--- config.mk ---
export PLATFORM = sky130hd
export DESIGN_NAME = kvt_cell
export DESIGN_NICKNAME = d
export VERILOG_FILES = /design/src/rtl/kvt_pkg.sv /design/src/rtl/kvt_cell.sv
export SDC_FILE = /design/constraint.sdc
export NUM_CORES = 1
export LEC_CHECK = 0
export BUFFER_PORTS_ARGS = -buffer_cell sky130_fd_sc_hd__buf_4
export CAP_MARGIN = 10
export CORE_AREA = 2 2 149 151
export DETAILED_ROUTE_END_ITERATION = 8
export DIE_AREA = 0 0 151 153
export GPL_ROUTABILITY_DRIVEN = 0
export MAX_ROUTING_LAYER = met4
export PLACE_DENSITY = 0.64
export SLEW_MARGIN = 10
export SYNTH_ARGS = -nofsm -noshare
export SYNTH_HDL_FRONTEND = slang
export SYNTH_SLANG_ARGS = --single-unit
--- constraint.sdc ---
create_clock -name clk -period 5.5 [get_ports clk]
set_input_delay 0.55 -clock clk [delete_from_list [all_inputs] [get_ports clk]]
set_output_delay 0.55 -clock clk [all_outputs]
set_load 0.02 [all_outputs]
--- src/rtl/kvt_pkg.sv ---
`default_nettype none

package kvt_pkg;

	// Operation codes carried on the opcode port.
	localparam logic [1:0] OP_INSERT = 2'd0;
	localparam logic [1:0] OP_DELETE = 2'd1;
	localparam logic [1:0] OP_LOOKUP = 2'd2;

	// Result status codes.
	localparam logic [1:0] ST_OK       = 2'd0;
	localparam logic [1:0] ST_NOTFOUND = 2'd1;
	localparam logic [1:0] ST_FULL     = 2'd2;

	// Width of the entry_count port.
	localparam int unsigned CNT_W = 6;

	// Control part of a request as it moves from cell to cell.
	typedef struct packed {
		logic       vld;
		logic [1:0] op;
		logic       hit;
		logic       free_seen;
	} kvt_ctl_t;

endpackage

`default_nettype wire

--- src/rtl/kvt_cell.sv ---
`default_nettype none

// One table entry plus the stage register that passes a request on to the next cell.
module kvt_cell #(
	parameter int CAPACITY   = 32,
	parameter int KEY_BITS   = 64,
	parameter int VALUE_BITS = 32,
	parameter int IDX        = 0
) (
	input  wire                          clk,
	input  wire                          arst_n,
	input  wire kvt_pkg::kvt_ctl_t       ctl_i,
	input  wire [KEY_BITS-1:0]           key_i,
	input  wire [VALUE_BITS-1:0]         val_i,
	input  wire [VALUE_BITS-1:0]         rd_i,
	input  wire [$clog2(CAPACITY)-1:0]   fidx_i,
	output kvt_pkg::kvt_ctl_t            ctl_o,
	output logic [KEY_BITS-1:0]          key_o,
	output logic [VALUE_BITS-1:0]        val_o,
	output logic [VALUE_BITS-1:0]        rd_o,
	output logic [$clog2(CAPACITY)-1:0]  fidx_o,
	input  wire                          wr_en,
	input  wire [$clog2(CAPACITY)-1:0]   wr_idx,
	input  wire [KEY_BITS-1:0]           wr_key,
	input  wire [VALUE_BITS-1:0]         wr_val
);

	localparam int IDX_W = $clog2(CAPACITY);

	logic                  ent_vld_q;
	logic [KEY_BITS-1:0]   ent_key_q;
	logic [VALUE_BITS-1:0] ent_val_q;
	kvt_pkg::kvt_ctl_t     ctl_q;
	logic [KEY_BITS-1:0]   key_q;
	logic [VALUE_BITS-1:0] val_q;
	logic [VALUE_BITS-1:0] rd_q;
	logic [IDX_W-1:0]      fidx_q;

	logic match;
	logic take_wr;
	logic first_free;

	assign match      = ctl_i.vld && ent_vld_q && (ent_key_q == key_i);
	assign take_wr    = wr_en && (wr_idx == IDX_W'(IDX));
	assign first_free = !ctl_i.free_seen && !ent_vld_q;

	always_ff @(posedge clk or negedge arst_n) begin
		if (!arst_n) begin
			ent_vld_q <= 1'b0;
		end else if (take_wr) begin
			ent_vld_q <= 1'b1;
		end else if (match && ctl_i.op == kvt_pkg::OP_DELETE) begin
			ent_vld_q <= 1'b0;
		end
	end

	always_ff @(posedge clk) begin
		if (take_wr) begin
			ent_key_q <= wr_key;
			ent_val_q <= wr_val;
		end else if (match && ctl_i.op == kvt_pkg::OP_INSERT) begin
			ent_val_q <= val_i;
		end
	end

	always_ff @(posedge clk or negedge arst_n) begin
		if (!arst_n) begin
			ctl_q <= '0;
		end else begin
			ctl_q.vld       <= ctl_i.vld;
			ctl_q.op        <= ctl_i.op;
			ctl_q.hit       <= ctl_i.hit || match;
			ctl_q.free_seen <= ctl_i.free_seen || !ent_vld_q;
		end
	end

	always_ff @(posedge clk) begin
		key_q  <= key_i;
		val_q  <= val_i;
		rd_q   <= match ? ent_val_q : rd_i;
		fidx_q <= first_free ? IDX_W'(IDX) : fidx_i;
	end

	assign ctl_o  = ctl_q;
	assign key_o  = key_q;
	assign val_o  = val_q;
	assign rd_o   = rd_q;
	assign fidx_o = fidx_q;

endmodule

`default_nettype wire

Word level (Yosys, flattened, before mapping):

Cells that the tools add are included.

* eq/ne operators: 2
* muxes and demuxes: 5
* reductions and logical operators: 14

Operator list (number)
* 32-bit 2-to-1 mux: 3
* 64-bit == test: 1
* 1-bit logical AND: 6
* 5-bit zero test: 1
* 2-bit nonzero test: 2
* 2-bit by 1-bit == test with 1-bit output (second input constant): 1
* 1-bit zero test: 2
* 2-bit zero test: 1
* 1-bit logical OR: 2
* 1-bit 2-to-1 mux: 2

* flip-flop bits (word level): 235
* input bits: 242
* output and inout port bits: 138
* word-level logic and storage cells: 32

Depth between registers and ports, before layout:

* depth after elaboration: 5
* mapped depth: 7

Least setup slack after synthesis:

OpenSTA, ideal clock, no wires.

* path kind: input -> register
* start: input key_i[57]
* end: register ent_val_q[0], enable pin
* library setup time: 470 ps
* data arrival time: 4467 ps
* required time: 5030 ps
* slack: 563 ps
* stages on the path: 7
* buffers on the path: 1
* cells stage by stage: nor2b_1 > or4_1 > nor3_1 > nor4b_4 > nand4_4 > buf_6 > o31ai_1

* longest elaborated chain between the ends: 4

Ends and longest elaborated chain
* from (decl): line kvt_cell.sv:13 `input wire [KEY_BITS-1:0] key_i,`
* 64-bit == test: line kvt_cell.sv:43 `assign match = ctl_i.vld && ent_vld_q && (ent_key_q == key_i);`
* 1-bit logical AND: line kvt_cell.sv:43
* 1-bit logical AND: line kvt_cell.sv:61 `end else if (match && ctl_i.op == kvt_pkg::OP_INSERT) begin`
* 2-bit nonzero test (no source line)
* to (signal assigned): line kvt_cell.sv:60 `ent_val_q <= wr_val;`
* to (signal assigned): line kvt_cell.sv:62 `ent_val_q <= val_i;`
* to (decl): line kvt_cell.sv:32 `logic [VALUE_BITS-1:0] ent_val_q;`

Every way passes these cells.
A chain may end at the register's enable or synchronous reset.

Worst setup path in the final report:

* start: register ent_key_q[25]
* end: register ent_val_q[8], enable pin

* longest elaborated chain between the ends: 4

Ends and longest elaborated chain
* from (decl): line kvt_cell.sv:31 `logic [KEY_BITS-1:0] ent_key_q;`
* from (signal assigned): line kvt_cell.sv:59 `ent_key_q <= wr_key;`
* 64-bit == test: line kvt_cell.sv:43
* 1-bit logical AND: line kvt_cell.sv:43
* 1-bit logical AND: line kvt_cell.sv:61
* 2-bit nonzero test (no source line)

Every way passes these cells.

==> summary.txt <==
Outcome
  – Status: finished, final reports clean

Cells and area
  – Post-layout util: 0.535
  – Storage cell area: 5700 um2
  – Area of the multi-input gates: between 1500 and 2000 um2
  – Syn-to-layout area delta: 53.3%
  – Ant diodes: 0
  – Filler cells: 1853
  – Ratio of cells with drive above 1 in the final layout: 0.500
  – NumNets Final: approximately 1100

Worst setup path
  – Crit path max-delay cell type: a2111oi_0
  – Crit-path cells: nor2b_1, a2111oi_0, o2111ai_1, nor4_1, nand4_4, buf_4, o31ai_4, buf_4
  – Startpoint type of the worst setup path: flip-flop
  – Arrival time worst endpoint: 3390 ps
  – Crit Path Class: flip-flop to flip-flop
  – Slowest stage delay, CP: 520 ps
  – Most frequent cell on the critical path: buf_4
  – Crit end category: flip-flop
  – Worst Path Required: 5660 ps
  – Max FO, Critical Path: 34
  – Reg2Reg Setup Slack: 2270 ps

Routing
  – Met3 WL: 2120 um
  – Post-route ant nets: 0
  – DRC: 0
  – DR top layer: met4
  – Starting DRT DRC Count: roughly 180
  – Metal2 WL: roughly 11000 um
  – Via density: 4.25
  – DR WL/cell: 17.1 um
  – Met1 WL: 7450 um
  – Pre-antenna DRT Iters: 4
  – Final WL: 20500 um
  – DR vias: 5088

STA
  – Final hold viol count: 0
  – RSZ-0062 raised after global routing: false
  – Post-route clock skew: 5.98 ps
  – Worst slew margin: 0.533
  – Fmax achieved: 309 MHz
  – Endpoints failing setup: 0
  – Tmin final: 3230 ps
  – Pins Over Slew Limit: 0
  – TNS Setup: 0 ps
  – Final Cycle Share: 0.588
  – Slew @ Worst Pin: ~700 ps

Floorplanning
  – Die Wd: 151 um
  – Core area: 21500 um2
  – Initial core utilization: 0.349
  – DIE HEIGHT: 153 um
  – Row count: 54
  – Die footprint: 23100 um2
  – IO Pins: 380

Clock tree
  – H-tree lvl count: 1
  – Worst-Skew Late Latency: 500 ps
  – Hold Buf Count CTS: 1
  – # Post-CTS Setup Buffers: 0
  – CTS Buf Count: 25
  – Max Root-Sink Buffers: 3
  – CTS tree: built
  – Root Driver: clkbuf_16
  – Clk slew on worst S/H paths: 60 ps
  – TritonCTS Sinks: 235
  – # resized after CTS: 0

Power
  – P_int: 3060 uW
  – Switching power share of the total: 0.218
  – Leak pwr: 0.00520 uW
  – Worst vdd ir: around 0.28 mV
  – Comb pwr share: 0.098
  – Register share of total power: 0.485
  – Switching pwr: about 860 uW
  – Clock network power share: 0.417
  – P per Cell Area: 341 nW/um2
  – Total power draw: 3910 uW

Yosys
  – Post-synth EDFFs: between 90 and 100
  – Mapped Nets: about 740
  – Avg Cell Area, Syn: roughly 15 um2
  – Post-synthesis cell type count: 31
  – Ys async rst share: 0.0255
  – Synth Instances: slightly below 500
  – Cell area after synthesis: 7500 um2
  – Post-synthesis sequential area ratio: 0.760
  – Primary FF master, synth: dfxtp_1
  – Post-synthesis sequential element count: 235
  – Synth warnings: 0

Global route
  – Initial antenna violation count: 0
  – Number of global-route vias before repair: 5414
  – GRT Util Overall: 0.174
  – First-pass GRT wire length: 29400 um
  – Remaining Overflow, GRT: 0
  – Largest net degree at the start of global routing: 58

Worst hold path
  – HP Class: input pin to flip-flop

Placement
  – Port Buffer Count: around 380
  – Dpl hpwl: between 15000 and 20000 um

Run
  – MaxCap Viol Count: 0
[Yosys cell counts, types with 2 or more instances]
| library cell | count | area [um2] |
|---|---|---|
| dfxtp_1 | 133 | 2660 |
| nand2_1 | 101 | 379 |
| edfxtp_1 | 96 | 2880 |
| xor2_1 | 31 | 272 |
| mux2_4 | 28 | 420 |
| xnor2_1 | 21 | 184 |
| nor2b_1 | 14 | 87.6 |
| nor4_1 | 12 | 75.1 |
| nand2b_1 | 8 | 50.1 |
| dfrtp_1 | 6 | 150 |
| inv_1 | 6 | 22.5 |
| clkbuf_1 | 5 | 18.8 |
| nand4_1 | 5 | 31.3 |
| mux2_2 | 4 | 45.0 |
| nor2_1 | 4 | 15.0 |
| buf_6 | 3 | 33.8 |
| o2111ai_1 | 3 | 26.3 |
| nand3b_1 | 2 | 15.0 |
| nor3_1 | 2 | 10.0 |
[power groups by stage]
stage / Sequential (uW) / Combinational (uW) / Clock [uW]
2_1_floorplan: 2010 / 59.9 / 0
3_3_place_gp: 1940 / 384 / 0
3_5_place_dp: 1940 / 388 / 0
4_1_cts: 1900 / 389 / 1670
5_1_grt: 1910 / 411 / 1740
6_report: 1900 / 384 / 1630
[layout by cell type (no fill, tap or decap), drive strengths merged, types with 7 or more instances in the layout]
cell type,count
buf,383
dfxtp,133
nand2,101
edfxtp,96
clkbuf,34
mux2,32
xor2,31
xnor2,21
nor2b,14
nor4,12
clkinv,9
nand2b,8
inv,7
[sequential cells by signal, summed over array words and instances, names as in the netlist]
name	flops
ent_vld_q	1
ent_key_q	64
rd_o	32
ent_val_q	32
key_o	64
ctl_o	5
fidx_o	5
val_o	32
[cell type report]
type,count,share of cell area
Tap cell,280,0.0305
Multi-Input combinational cell,245,0.151
Clock inverter,11,0.00707
Sequential cell,235,0.495
Clock buffer,34,0.0628
Inverter,7,0.00250
Timing Repair Buffer,384,0.251
[path summary, 6_finish.rpt]
kind / start / to / cells past startpoint
setup / recovery: ent_key_q[25] / ent_val_q[8] / 8
hold / removal: val_i[16] / val_o[16] / 1
setup reg to reg: ent_key_q[25] / ent_val_q[8] / 8
hold reg to reg: ent_val_q[5] / rd_o[5] / 1
max in group asynchronous: arst_n / ctl_o[0] / 2
min in group asynchronous: arst_n / ctl_o[3] / 2
[cells by family after synthesis]
kind of cell	count (synthesis)	share of synthesized area
flops	235	0.760
compound gates	9	0.0105
xor+xnor	52	0.0607
buf+inv	16	0.0110
mux	32	0.0621
simple gates	152	0.0961
[layer usage]
layer,global-route usage,vias to the layer above
li1,-,2499
met1,0.188,2324
met2,0.307,237
met4,0.0432,0
met3,0.0585,28
met5,-,-
[metrics by stage]
stage | setup slack, ps | std cells | hold WS, ps | instance area, um2
floorplan | 563 | 496 | 254 | 7500
global placement | 1920 | 1150 | 368 | 10700
detailed placement | 1930 | 1150 | 371 | 10700
CTS | 2210 | 1196 | 128 | 11500
global route | 2060 | 1196 | 126 | 11500
finish | 2270 | 1196 | 155 | 11500
[worst max-delay path, delay by kind of cell, from the launching register on]
kind	cells	cell delay (ps)
AO/OA/AOI/OAI	3	1000
buffers and inverters	2	730
flip-flops	1	380
AND/OR/NAND/NOR	3	730
No activity file was read; power rests on OpenSTA's default activity.
